File: config.mk
export PLATFORM = sky130hd
export DESIGN_NAME = source_text_tokenizer_unit
export DESIGN_NICKNAME = d
export VERILOG_FILES = /design/src/hdl/stt_pkg.sv /design/src/hdl/stt_front.sv /design/src/hdl/stt_queue.sv /design/src/hdl/stt_back.sv /design/src/hdl/source_text_tokenizer_unit.sv
export SDC_FILE = /design/constraint.sdc
export NUM_CORES = 1
export LEC_CHECK = 0
export ABC_AREA = 1
export ABC_CLOCK_PERIOD_IN_PS = 9600
export BUFFER_PORTS_ARGS = -buffer_cell sky130_fd_sc_hd__buf_2
export CORE_MARGIN = 2
export CORE_UTILIZATION = 40
export CTS_CLUSTER_DIAMETER = 60
export CTS_CLUSTER_SIZE = 16
export DETAILED_ROUTE_END_ITERATION = 7
export GPL_ROUTABILITY_DRIVEN = 1
export MAX_ROUTING_LAYER = met4
export SETUP_SLACK_MARGIN = 0.4
export SYNTH_ARGS = -nofsm -noshare
export SYNTH_HDL_FRONTEND = slang
export SYNTH_SLANG_ARGS = --single-unit
File: constraint.sdc
create_clock -name clk_i -period 9.6 [get_ports clk_i]
set_input_delay 1.92 -clock clk_i [delete_from_list [all_inputs] [get_ports clk_i]]
set_output_delay 1.92 -clock clk_i [all_outputs]
set_load 0.03 [all_outputs]
File: src/hdl/stt_pkg.sv
`timescale 1ns / 1ps

package stt_pkg;

  // Default widths of the position and length counters
  localparam int unsigned OFFSET_BITS_DEF = 16;
  localparam int unsigned LENGTH_BITS_DEF = 8;

  // Record queue between scanner and output stage
  localparam int unsigned QUEUE_DEPTH = 4;

  // Scanner modes
  typedef enum logic [2:0] {
    MODE_IDLE   = 3'd0,
    MODE_NUMBER = 3'd1,
    MODE_IDENT  = 3'd2,
    MODE_STRING = 3'd3,
    MODE_ERROR  = 3'd4
  } scan_mode_e;

  // Token kinds as they appear on the output
  typedef enum logic [3:0] {
    KIND_NUMBER    = 4'd0,
    KIND_KEYWORD   = 4'd1,
    KIND_IDENT     = 4'd2,
    KIND_STRING    = 4'd3,
    KIND_OPERATOR  = 4'd4,
    KIND_LPAREN    = 4'd5,
    KIND_RPAREN    = 4'd6,
    KIND_SEMICOLON = 4'd7,
    KIND_COMMA     = 4'd8,
    KIND_ERROR     = 4'd9
  } token_kind_e;

  // Operator codes
  typedef enum logic [1:0] {
    OP_PLUS   = 2'd0,
    OP_MINUS  = 2'd1,
    OP_TIMES  = 2'd2,
    OP_DIVIDE = 2'd3
  } op_code_e;

  // Character codes
  localparam logic [7:0] CH_PLUS   = 8'h2B;
  localparam logic [7:0] CH_MINUS  = 8'h2D;
  localparam logic [7:0] CH_STAR   = 8'h2A;
  localparam logic [7:0] CH_SLASH  = 8'h2F;
  localparam logic [7:0] CH_QUOTE  = 8'h22;
  localparam logic [7:0] CH_LPAREN = 8'h28;
  localparam logic [7:0] CH_RPAREN = 8'h29;
  localparam logic [7:0] CH_SEMI   = 8'h3B;
  localparam logic [7:0] CH_COMMA  = 8'h2C;

  // Keyword "fun": progress value once all three bytes matched
  localparam logic [1:0] KW_DONE = 2'd3;

  // Queue status seen by the scanner and the output stage
  typedef struct packed {
    logic room_for_two;
    logic has_data;
  } queue_stat_t;

  function automatic logic [7:0] kw_char(input logic [1:0] prog);
    logic [7:0] ch;
    case (prog)
      2'd0:    ch = 8'h66;  // f
      2'd1:    ch = 8'h75;  // u
      default: ch = 8'h6E;  // n
    endcase
    return ch;
  endfunction

  function automatic logic is_digit(input logic [7:0] c);
    return (c >= 8'h30) && (c <= 8'h39);
  endfunction

  function automatic logic is_alpha(input logic [7:0] c);
    return ((c >= 8'h61) && (c <= 8'h7A)) || ((c >= 8'h41) && (c <= 8'h5A));
  endfunction

  function automatic logic is_space(input logic [7:0] c);
    return (c == 8'h20) || ((c >= 8'h09) && (c <= 8'h0D));
  endfunction

endpackage

File: src/hdl/stt_front.sv
`timescale 1ns / 1ps

// Scanner: classifies each accepted byte, keeps token state and
// produces up to two records per transaction into the queue.
module stt_front #(
  parameter int unsigned OFFSET_BITS = stt_pkg::OFFSET_BITS_DEF,
  parameter int unsigned LENGTH_BITS = stt_pkg::LENGTH_BITS_DEF,
  localparam int unsigned PW = OFFSET_BITS + LENGTH_BITS + 11,
  localparam int unsigned RW = PW + 5
) (
  input  logic                    clk_i,
  input  logic                    rst_ni,
  input  logic                    in_valid_i,
  output logic                    in_ready_o,
  input  logic [7:0]              in_byte_i,
  input  logic                    in_end_i,
  input  stt_pkg::queue_stat_t    q_stat_i,
  output logic                    push0_o,
  output logic                    push1_o,
  output logic [RW-1:0]           rec0_o,
  output logic [RW-1:0]           rec1_o
);

  localparam logic [LENGTH_BITS-1:0] LEN_MAX = '1;

  stt_pkg::scan_mode_e     mode_q, mode_d;
  logic [OFFSET_BITS-1:0]  off_q, off_d;
  logic [OFFSET_BITS-1:0]  start_q, start_d;
  logic [LENGTH_BITS-1:0]  cnt_q, cnt_d;
  logic                    ovf_q, ovf_d;
  logic [1:0]              kp_q, kp_d;
  logic                    ksp_q, ksp_d;

  logic                    accept;
  logic [OFFSET_BITS-1:0]  pos_inc;
  logic [LENGTH_BITS-1:0]  cnt_grow;
  logic                    ovf_grow;
  logic                    pending;
  stt_pkg::token_kind_e    flush_kind;
  logic                    flush_v, new_v, scan_new;
  stt_pkg::token_kind_e    new_kind;
  stt_pkg::op_code_e       new_op;
  logic [7:0]              new_bad;
  logic [RW-1:0]           flush_rec, new_rec;

  assign in_ready_o = q_stat_i.room_for_two;
  assign accept     = in_valid_i & in_ready_o;
  assign pos_inc    = off_q + OFFSET_BITS'(1);

  // Saturating length update
  assign cnt_grow = (cnt_q == LEN_MAX) ? cnt_q : cnt_q + LENGTH_BITS'(1);
  assign ovf_grow = ovf_q | (cnt_q == LEN_MAX);

  // Kind of the pending multi-byte token
  always_comb begin
    pending    = 1'b1;
    flush_kind = stt_pkg::KIND_NUMBER;
    case (mode_q)
      stt_pkg::MODE_NUMBER: flush_kind = stt_pkg::KIND_NUMBER;
      stt_pkg::MODE_IDENT: begin
        flush_kind = (ksp_q && (kp_q == stt_pkg::KW_DONE)) ? stt_pkg::KIND_KEYWORD
                                                            : stt_pkg::KIND_IDENT;
      end
      stt_pkg::MODE_STRING: flush_kind = stt_pkg::KIND_STRING;
      default: pending = 1'b0;
    endcase
  end

  // Next state and record selection
  always_comb begin
    mode_d   = mode_q;
    off_d    = off_q;
    start_d  = start_q;
    cnt_d    = cnt_q;
    ovf_d    = ovf_q;
    kp_d     = kp_q;
    ksp_d    = ksp_q;
    flush_v  = 1'b0;
    new_v    = 1'b0;
    scan_new = 1'b0;
    new_kind = stt_pkg::KIND_NUMBER;
    new_op   = stt_pkg::OP_PLUS;
    new_bad  = 8'h00;
    if (accept) begin
      if (in_end_i) begin
        // end of input: flush and restart
        flush_v = pending;
        mode_d  = stt_pkg::MODE_IDLE;
        off_d   = '0;
        start_d = '0;
        cnt_d   = '0;
        ovf_d   = 1'b0;
        kp_d    = 2'd0;
        ksp_d   = 1'b0;
      end else begin
        off_d = pos_inc;
        case (mode_q)
          stt_pkg::MODE_ERROR: begin
            mode_d = stt_pkg::MODE_ERROR;
          end
          stt_pkg::MODE_NUMBER: begin
            if (stt_pkg::is_digit(in_byte_i)) begin
              cnt_d = cnt_grow;
              ovf_d = ovf_grow;
            end else begin
              flush_v  = 1'b1;
              scan_new = 1'b1;
            end
          end
          stt_pkg::MODE_IDENT: begin
            if (stt_pkg::is_alpha(in_byte_i) || stt_pkg::is_digit(in_byte_i)) begin
              cnt_d = cnt_grow;
              ovf_d = ovf_grow;
              if (ksp_q && (kp_q != stt_pkg::KW_DONE) &&
                  (in_byte_i == stt_pkg::kw_char(kp_q))) begin
                kp_d = kp_q + 2'd1;
              end else begin
                ksp_d = 1'b0;
              end
            end else begin
              flush_v  = 1'b1;
              scan_new = 1'b1;
            end
          end
          stt_pkg::MODE_STRING: begin
            if (in_byte_i == stt_pkg::CH_QUOTE) begin
              flush_v = 1'b1;
              mode_d  = stt_pkg::MODE_IDLE;
            end else begin
              cnt_d = cnt_grow;
              ovf_d = ovf_grow;
            end
          end
          default: scan_new = 1'b1;
        endcase

        // byte scanned from idle
        if (scan_new) begin
          mode_d = stt_pkg::MODE_IDLE;
          if (stt_pkg::is_space(in_byte_i)) begin
            mode_d = stt_pkg::MODE_IDLE;
          end else if (stt_pkg::is_digit(in_byte_i) || stt_pkg::is_alpha(in_byte_i)) begin
            mode_d  = stt_pkg::is_digit(in_byte_i) ? stt_pkg::MODE_NUMBER
                                                   : stt_pkg::MODE_IDENT;
            start_d = off_q;
            cnt_d   = LENGTH_BITS'(1);
            ovf_d   = 1'b0;
            ksp_d   = (in_byte_i == stt_pkg::kw_char(2'd0));
            kp_d    = {1'b0, (in_byte_i == stt_pkg::kw_char(2'd0))};
          end else if (in_byte_i == stt_pkg::CH_QUOTE) begin
            mode_d  = stt_pkg::MODE_STRING;
            start_d = pos_inc;
            cnt_d   = '0;
            ovf_d   = 1'b0;
          end else begin
            new_v = 1'b1;
            case (in_byte_i)
              stt_pkg::CH_PLUS: begin
                new_kind = stt_pkg::KIND_OPERATOR;
                new_op   = stt_pkg::OP_PLUS;
              end
              stt_pkg::CH_MINUS: begin
                new_kind = stt_pkg::KIND_OPERATOR;
                new_op   = stt_pkg::OP_MINUS;
              end
              stt_pkg::CH_STAR: begin
                new_kind = stt_pkg::KIND_OPERATOR;
                new_op   = stt_pkg::OP_TIMES;
              end
              stt_pkg::CH_SLASH: begin
                new_kind = stt_pkg::KIND_OPERATOR;
                new_op   = stt_pkg::OP_DIVIDE;
              end
              stt_pkg::CH_LPAREN: new_kind = stt_pkg::KIND_LPAREN;
              stt_pkg::CH_RPAREN: new_kind = stt_pkg::KIND_RPAREN;
              stt_pkg::CH_SEMI:   new_kind = stt_pkg::KIND_SEMICOLON;
              stt_pkg::CH_COMMA:  new_kind = stt_pkg::KIND_COMMA;
              default: begin
                new_kind = stt_pkg::KIND_ERROR;
                new_bad  = in_byte_i;
                mode_d   = stt_pkg::MODE_ERROR;
              end
            endcase
          end
        end
      end
    end
  end

  // Record layout: {last, kind, bad, op, sat, len, start}
  assign flush_rec = {~new_v, flush_kind, 8'h00, stt_pkg::OP_PLUS, ovf_q, cnt_q, start_q};
  assign new_rec   = {1'b1, new_kind, new_bad, new_op, 1'b0, LENGTH_BITS'(1), off_q};

  // Flush record goes first when both are present
  assign push0_o = flush_v | new_v;
  assign push1_o = flush_v & new_v;
  assign rec0_o  = flush_v ? flush_rec : new_rec;
  assign rec1_o  = new_rec;

  // Scanner state
  always_ff @(posedge clk_i or negedge rst_ni) begin
    if (!rst_ni) begin
      mode_q  <= stt_pkg::MODE_IDLE;
      off_q   <= '0;
      start_q <= '0;
      cnt_q   <= '0;
      ovf_q   <= 1'b0;
      kp_q    <= 2'd0;
      ksp_q   <= 1'b0;
    end else begin
      mode_q  <= mode_d;
      off_q   <= off_d;
      start_q <= start_d;
      cnt_q   <= cnt_d;
      ovf_q   <= ovf_d;
      kp_q    <= kp_d;
      ksp_q   <= ksp_d;
    end
  end

endmodule

File: src/hdl/stt_queue.sv
`timescale 1ns / 1ps

// Record queue: two pushes and one pop per cycle.
module stt_queue #(
  parameter int unsigned RW = 40
) (
  input  logic                 clk_i,
  input  logic                 rst_ni,
  input  logic                 push0_i,
  input  logic                 push1_i,
  input  logic [RW-1:0]        rec0_i,
  input  logic [RW-1:0]        rec1_i,
  input  logic                 pop_i,
  output logic [RW-1:0]        head_o,
  output stt_pkg::queue_stat_t stat_o
);

  localparam int unsigned DEPTH = stt_pkg::QUEUE_DEPTH;
  localparam int unsigned AW    = $clog2(DEPTH);
  localparam int unsigned CW    = $clog2(DEPTH + 1);

  logic [RW-1:0] mem_q [DEPTH];
  logic [AW-1:0] wr_ptr_q, wr_ptr_d;
  logic [AW-1:0] rd_ptr_q, rd_ptr_d;
  logic [CW-1:0] cnt_q, cnt_d;
  logic [AW-1:0] wr_ptr_nx;

  assign wr_ptr_nx = wr_ptr_q + AW'(1);
  assign wr_ptr_d  = wr_ptr_q + AW'(push0_i) + AW'(push1_i);
  assign rd_ptr_d  = rd_ptr_q + AW'(pop_i);
  assign cnt_d     = cnt_q + CW'(push0_i) + CW'(push1_i) - CW'(pop_i);

  assign head_o              = mem_q[rd_ptr_q];
  assign stat_o.has_data     = (cnt_q != '0);
  assign stat_o.room_for_two = (cnt_q <= CW'(DEPTH - 2));

  // Storage
  always_ff @(posedge clk_i) begin
    if (push0_i) begin
      mem_q[wr_ptr_q] <= rec0_i;
    end
    if (push1_i) begin
      mem_q[wr_ptr_nx] <= rec1_i;
    end
  end

  // Pointers and fill level
  always_ff @(posedge clk_i or negedge rst_ni) begin
    if (!rst_ni) begin
      wr_ptr_q <= '0;
      rd_ptr_q <= '0;
      cnt_q    <= '0;
    end else begin
      wr_ptr_q <= wr_ptr_d;
      rd_ptr_q <= rd_ptr_d;
      cnt_q    <= cnt_d;
    end
  end

endmodule

File: src/hdl/stt_back.sv
`timescale 1ns / 1ps

// Output stage: pops records and holds them on the master side.
module stt_back #(
  parameter int unsigned OFFSET_BITS = stt_pkg::OFFSET_BITS_DEF,
  parameter int unsigned LENGTH_BITS = stt_pkg::LENGTH_BITS_DEF,
  localparam int unsigned PW  = OFFSET_BITS + LENGTH_BITS + 11,
  localparam int unsigned RW  = PW + 5,
  localparam int unsigned TDW = ((PW + 7) / 8) * 8
) (
  input  logic                 clk_i,
  input  logic                 rst_ni,
  input  stt_pkg::queue_stat_t q_stat_i,
  input  logic [RW-1:0]        head_i,
  output logic                 pop_o,
  output logic                 out_valid_o,
  input  logic                 out_ready_i,
  output logic [TDW-1:0]       out_data_o,
  output logic [3:0]           out_kind_o,
  output logic                 out_last_o
);

  logic          vld_q, vld_d;
  logic [RW-1:0] rec_q;

  // Load when the register is empty or being drained
  assign pop_o = q_stat_i.has_data & (~vld_q | out_ready_i);

  always_comb begin
    vld_d = vld_q;
    if (pop_o) begin
      vld_d = 1'b1;
    end else if (out_ready_i) begin
      vld_d = 1'b0;
    end
  end

  always_ff @(posedge clk_i or negedge rst_ni) begin
    if (!rst_ni) begin
      vld_q <= 1'b0;
    end else begin
      vld_q <= vld_d;
    end
  end

  always_ff @(posedge clk_i) begin
    if (pop_o) begin
      rec_q <= head_i;
    end
  end

  assign out_valid_o = vld_q;
  assign out_data_o  = TDW'(rec_q[PW-1:0]);
  assign out_kind_o  = rec_q[PW+3:PW];
  assign out_last_o  = rec_q[PW+4];

endmodule

File: src/hdl/source_text_tokenizer_unit.sv
`timescale 1ns / 1ps

// Channel  Dir  tdata                          tuser       tlast
// s_axis   in   byte_value                     -           end_marker
// m_axis   out  start_offset, token_length,    token_kind  last_of_run
//               length_saturated, operator_code,
//               offending_byte
//
// One byte per cycle in while s_axis_tready is high; each byte is scanned in
// the cycle it is accepted. Records leave one per cycle while m_axis_tready
// is high, through a 4-entry queue and then an output register.
// A byte can cause two records; the 4-entry queue absorbs the second.
// s_axis_tready drops while fewer than two queue entries are free.
// Reset clears the scanner to idle at offset zero and empties the queue.
module source_text_tokenizer_unit #(
  parameter int unsigned OFFSET_BITS = stt_pkg::OFFSET_BITS_DEF,
  parameter int unsigned LENGTH_BITS = stt_pkg::LENGTH_BITS_DEF,
  localparam int unsigned PW  = OFFSET_BITS + LENGTH_BITS + 11,
  localparam int unsigned TDW = ((PW + 7) / 8) * 8
) (
  input  logic           clk_i,
  input  logic           rst_ni,
  input  logic           s_axis_tvalid,
  output logic           s_axis_tready,
  input  logic [7:0]     s_axis_tdata,   // byte_value
  input  logic           s_axis_tlast,   // end_marker
  output logic           m_axis_tvalid,
  input  logic           m_axis_tready,
  // start_offset, token_length, length_saturated, operator_code, offending_byte
  output logic [TDW-1:0] m_axis_tdata,
  output logic [3:0]     m_axis_tuser,   // token_kind
  output logic           m_axis_tlast    // last_of_run
);

  localparam int unsigned RW = PW + 5;

  stt_pkg::queue_stat_t q_stat;
  logic                 push0, push1, pop;
  logic [RW-1:0]        rec0, rec1, head;

  stt_front #(
    .OFFSET_BITS (OFFSET_BITS),
    .LENGTH_BITS (LENGTH_BITS)
  ) u_front (
    .clk_i      (clk_i),
    .rst_ni     (rst_ni),
    .in_valid_i (s_axis_tvalid),
    .in_ready_o (s_axis_tready),
    .in_byte_i  (s_axis_tdata),
    .in_end_i   (s_axis_tlast),
    .q_stat_i   (q_stat),
    .push0_o    (push0),
    .push1_o    (push1),
    .rec0_o     (rec0),
    .rec1_o     (rec1)
  );

  stt_queue #(
    .RW (RW)
  ) u_queue (
    .clk_i   (clk_i),
    .rst_ni  (rst_ni),
    .push0_i (push0),
    .push1_i (push1),
    .rec0_i  (rec0),
    .rec1_i  (rec1),
    .pop_i   (pop),
    .head_o  (head),
    .stat_o  (q_stat)
  );

  stt_back #(
    .OFFSET_BITS (OFFSET_BITS),
    .LENGTH_BITS (LENGTH_BITS)
  ) u_back (
    .clk_i       (clk_i),
    .rst_ni      (rst_ni),
    .q_stat_i    (q_stat),
    .head_i      (head),
    .pop_o       (pop),
    .out_valid_o (m_axis_tvalid),
    .out_ready_i (m_axis_tready),
    .out_data_o  (m_axis_tdata),
    .out_kind_o  (m_axis_tuser),
    .out_last_o  (m_axis_tlast)
  );

endmodule

==> metrics.txt <==
Worst-path clk slew 0.07 ns; vias 10152; Final nets 1508; post-synth top area share 0.377; fin worst setup slack 4.89 ns; Die Ht 183 um; Final Cycle Share 0.491; crit path DAT 4.76 ns; worst clock skew 0.0223 ns; clk root buf clkbuf_16; Worst-Margin Slew 1.33 ns; ANT cells 0; Syn Area/Cell 8.59 um^2; Worst-Skew Late Latency 0.52 ns; Max clock buf depth 3; DRC violation total after the first TritonRoute iteration 917; Post-CTS Resized 0; core area 31500 um^2; slowest stage delay, CP 0.63 ns; Setup WS pre-CTS 4.37 ns; Die Area 33300 um^2; WL final 33600 um; # setup viols final 0; Final Util 0.441; Crit path required time 9.65 ns; Vias/cell 5.34; first-pass GRT wire length 53100 um; fmax 212 MHz; Post-synth EDFFs 160; simple-gate share of the synthesized area 0.242; Final Hold Vio Count 0; RSZ-0062 raised after global routing no; Synth Instances 1484; Synth Area in Compound Gates 0.118; CP delay by family, top simple AND/OR/NAND/NOR gates; Post-Syn Area 12700 um^2; Top FF cell, synth edfxtp_1; leading area contributor after synthesis edfxtp_1; Initial Util 0.405; PD cells 280 nW/um^2; area grow syn2layout 8.94%; post-synthesis mux area share 0; register area share after synthesis 0.548; Crit. End Element flop; H-tree levels 1; Critical Path Fanout Max 44; Post-Synth XOR/XNOR Area 0.0117; placed wire-length estimate 22200 um; Overflow after GRT 0; Hold Buf Count CTS 0; Final min period 4.71 ns; CTS tree built; most frequent cell after synthesis nand2_1; largest family of logic cells by synthesized area simple AND/OR/NAND/NOR gates; IO Pins 60; final std cells w/o fill 1901; vias in the first global route 9494; buffers plus inverters on the worst setup path 2; antenna viol nets, final 0; Residual DRC 0; CP max stage cell nand2_2; port buffer count 54; status complete, no violations; Yosys warnings 0; share of layout cells above drive strength 1 0.0987; Startpoint Class primary input; Max rail drop VDD 0.123 mV; DR pass1 iterations 5; average wire per standard cell 17.7 um; Worst Setup Path Type primary input to flop; FILL cells 3111; Yosys cell types 46; HP Class flop to flop; Max transition margin 0.114; total track usage 0.208; max cap viols 0; commonest cells in the synthesized netlist 442 x nand2_1, 160 x edfxtp_1, 155 x o21ai_0; antenna violations before repair 0; Post-CTS Setup Bufs 0; post-synthesis register bit count 255; Pins Over Slew Limit 0; largest net degree at the start of global routing 81; # rows 65; Num CTS Buffers 22; Hold Slack 0.463 ns; clk sinks 255; fraction of registers with async set/reset 0.216; TNS Setup 0 ns; placed instance count 1861; Die Wd 183 um; GPL Wtd Cong 0.879; leakage power figure 0.00582 uW; crit-path cells buf_2, inv_1, nand2_1, nor3_2, nand2_2, nand2_1, nand4_2, nand2_4, nand2_2, nand2_1, nand2_2; Adder-Cell Fraction of Synth Area 0.0135; synth top area cells edfxtp_1 38%, nand2_1 13%, dfrtp_1 11%
[worst reg2reg max path, cell delays in order, from the launching register on]
cell	delay, ns
dfrtp_1	0.36
inv_1	0.09
ha_1	0.18
or2_2	0.30
nand2_1	0.42
nor2_1	0.22
nand2_4	0.43
nand2_2	0.28
nand2_1	0.48
nand2_2	0.63
[layout make-up]
cell class	count	area (um^2)	area share
Sequential cell	255	6980	0.503
Multi-Input combinational cell	1041	4950	0.357
Clock buffer	32	632	0.0455
Tap cell	402	503	0.0362
Inverter	97	372	0.0268
Timing Repair Buffer	66	360	0.0259
Clock inverter	8	83.8	0.00604
[sequential cells by signal, indices dropped and copies added (netlist names)]
name / flops
u_back.out_valid_o: 1
u_front.cnt_q: 8
u_queue.cnt_q: 3
u_front.start_q: 16
u_queue.wr_ptr_q: 2
u_queue.rd_ptr_q: 2
u_queue.mem_q: 160
u_front.off_q: 16
u_front.kp_q: 2
u_front.ovf_q: 1
u_back.rec_q: 40
u_front.mode_q: 3
u_front.ksp_q: 1
[per-stage QoR]
stage / cell area, um^2 / total power (uW)
after floorplan: 12800 / 2590
after global placement: 13200 / 2990
after detailed placement: 13200 / 3010
after CTS: 13900 / 3920
after global routing: 13900 / 4130
final: 13900 / 3890
[logic make-up after synthesis]
group,after synthesis
AOI/OAI and AO/OA,285
xor gates and xnor gates,17
adders and majority gates,12
buffers and inverters,192
DFF,255
other,1
and+or+nand+nor,722
[metal layers]
| metal | track usage | vias to the layer above | share of wire |
|---|---|---|---|
| met5 | - | - | 0 |
| met4 | 0.0403 | 0 | 0.015 |
| met3 | 0.0206 | 43 | 0.057 |
| met2 | 0.326 | 305 | 0.45 |
| met1 | 0.296 | 4848 | 0.47 |
| li1 | - | 4956 | - |
[cell usage in the layout, fill, tap and decap left out, drive strengths merged]
master    Yosys  layout
a211oi        1       1
dfxtp        40      40
clkinvlp      0       1
a21oi        73      73
a31oi         1       1
clkbuf       52      32
or2           3       3
bufinv        0       1
nand2       453     453
inv          91      96
o21a          1       1
edfxtp      160     160
nor2        130     130
xor2         15      15
o21bai        1       1
nor4          1       1
nor3         15      15
nand3b        1       1
xnor2         2       2
o211ai        3       3
o22ai        48      48
fa            3       3
nand3       105     105
clkinv        6       7
conb          1       5
nor3b         1       1
dfrtp        55      55
ha            9       9
o21ai       157     157
buf          43      66
nand4        13      13
[final timing paths]
| kind | slack (ns) | depth (start not counted) | from | to |
|---|---|---|---|---|
| max in group asynchronous | 7.55 | 2 | rst_ni | u_queue.rd_ptr_q[0] |
| min | 0.46 | 2 | u_queue.mem_q[2][21] | u_queue.mem_q[2][21] |
| min in group asynchronous | 1.53 | 2 | rst_ni | u_front.cnt_q[2] |
| min reg2reg | 0.46 | 2 | u_queue.mem_q[2][21] | u_queue.mem_q[2][21] |
| max | 4.89 | 11 | s_axis_tdata[6] | u_queue.mem_q[2][0] |
| max reg2reg | 5.75 | 9 | u_queue.cnt_q[2] | u_queue.mem_q[2][0] |
[power breakdown]
group          switching [uW]  leakage [uW]  internal (uW)  total, uW
Combinational             977       0.00289            365       1340
Clock                     412      0.000349            493        905
Sequential                189       0.00259           1460       1650
Total                    1580       0.00582           2310       3890
Note: power is estimated with default switching activity, not from simulation.
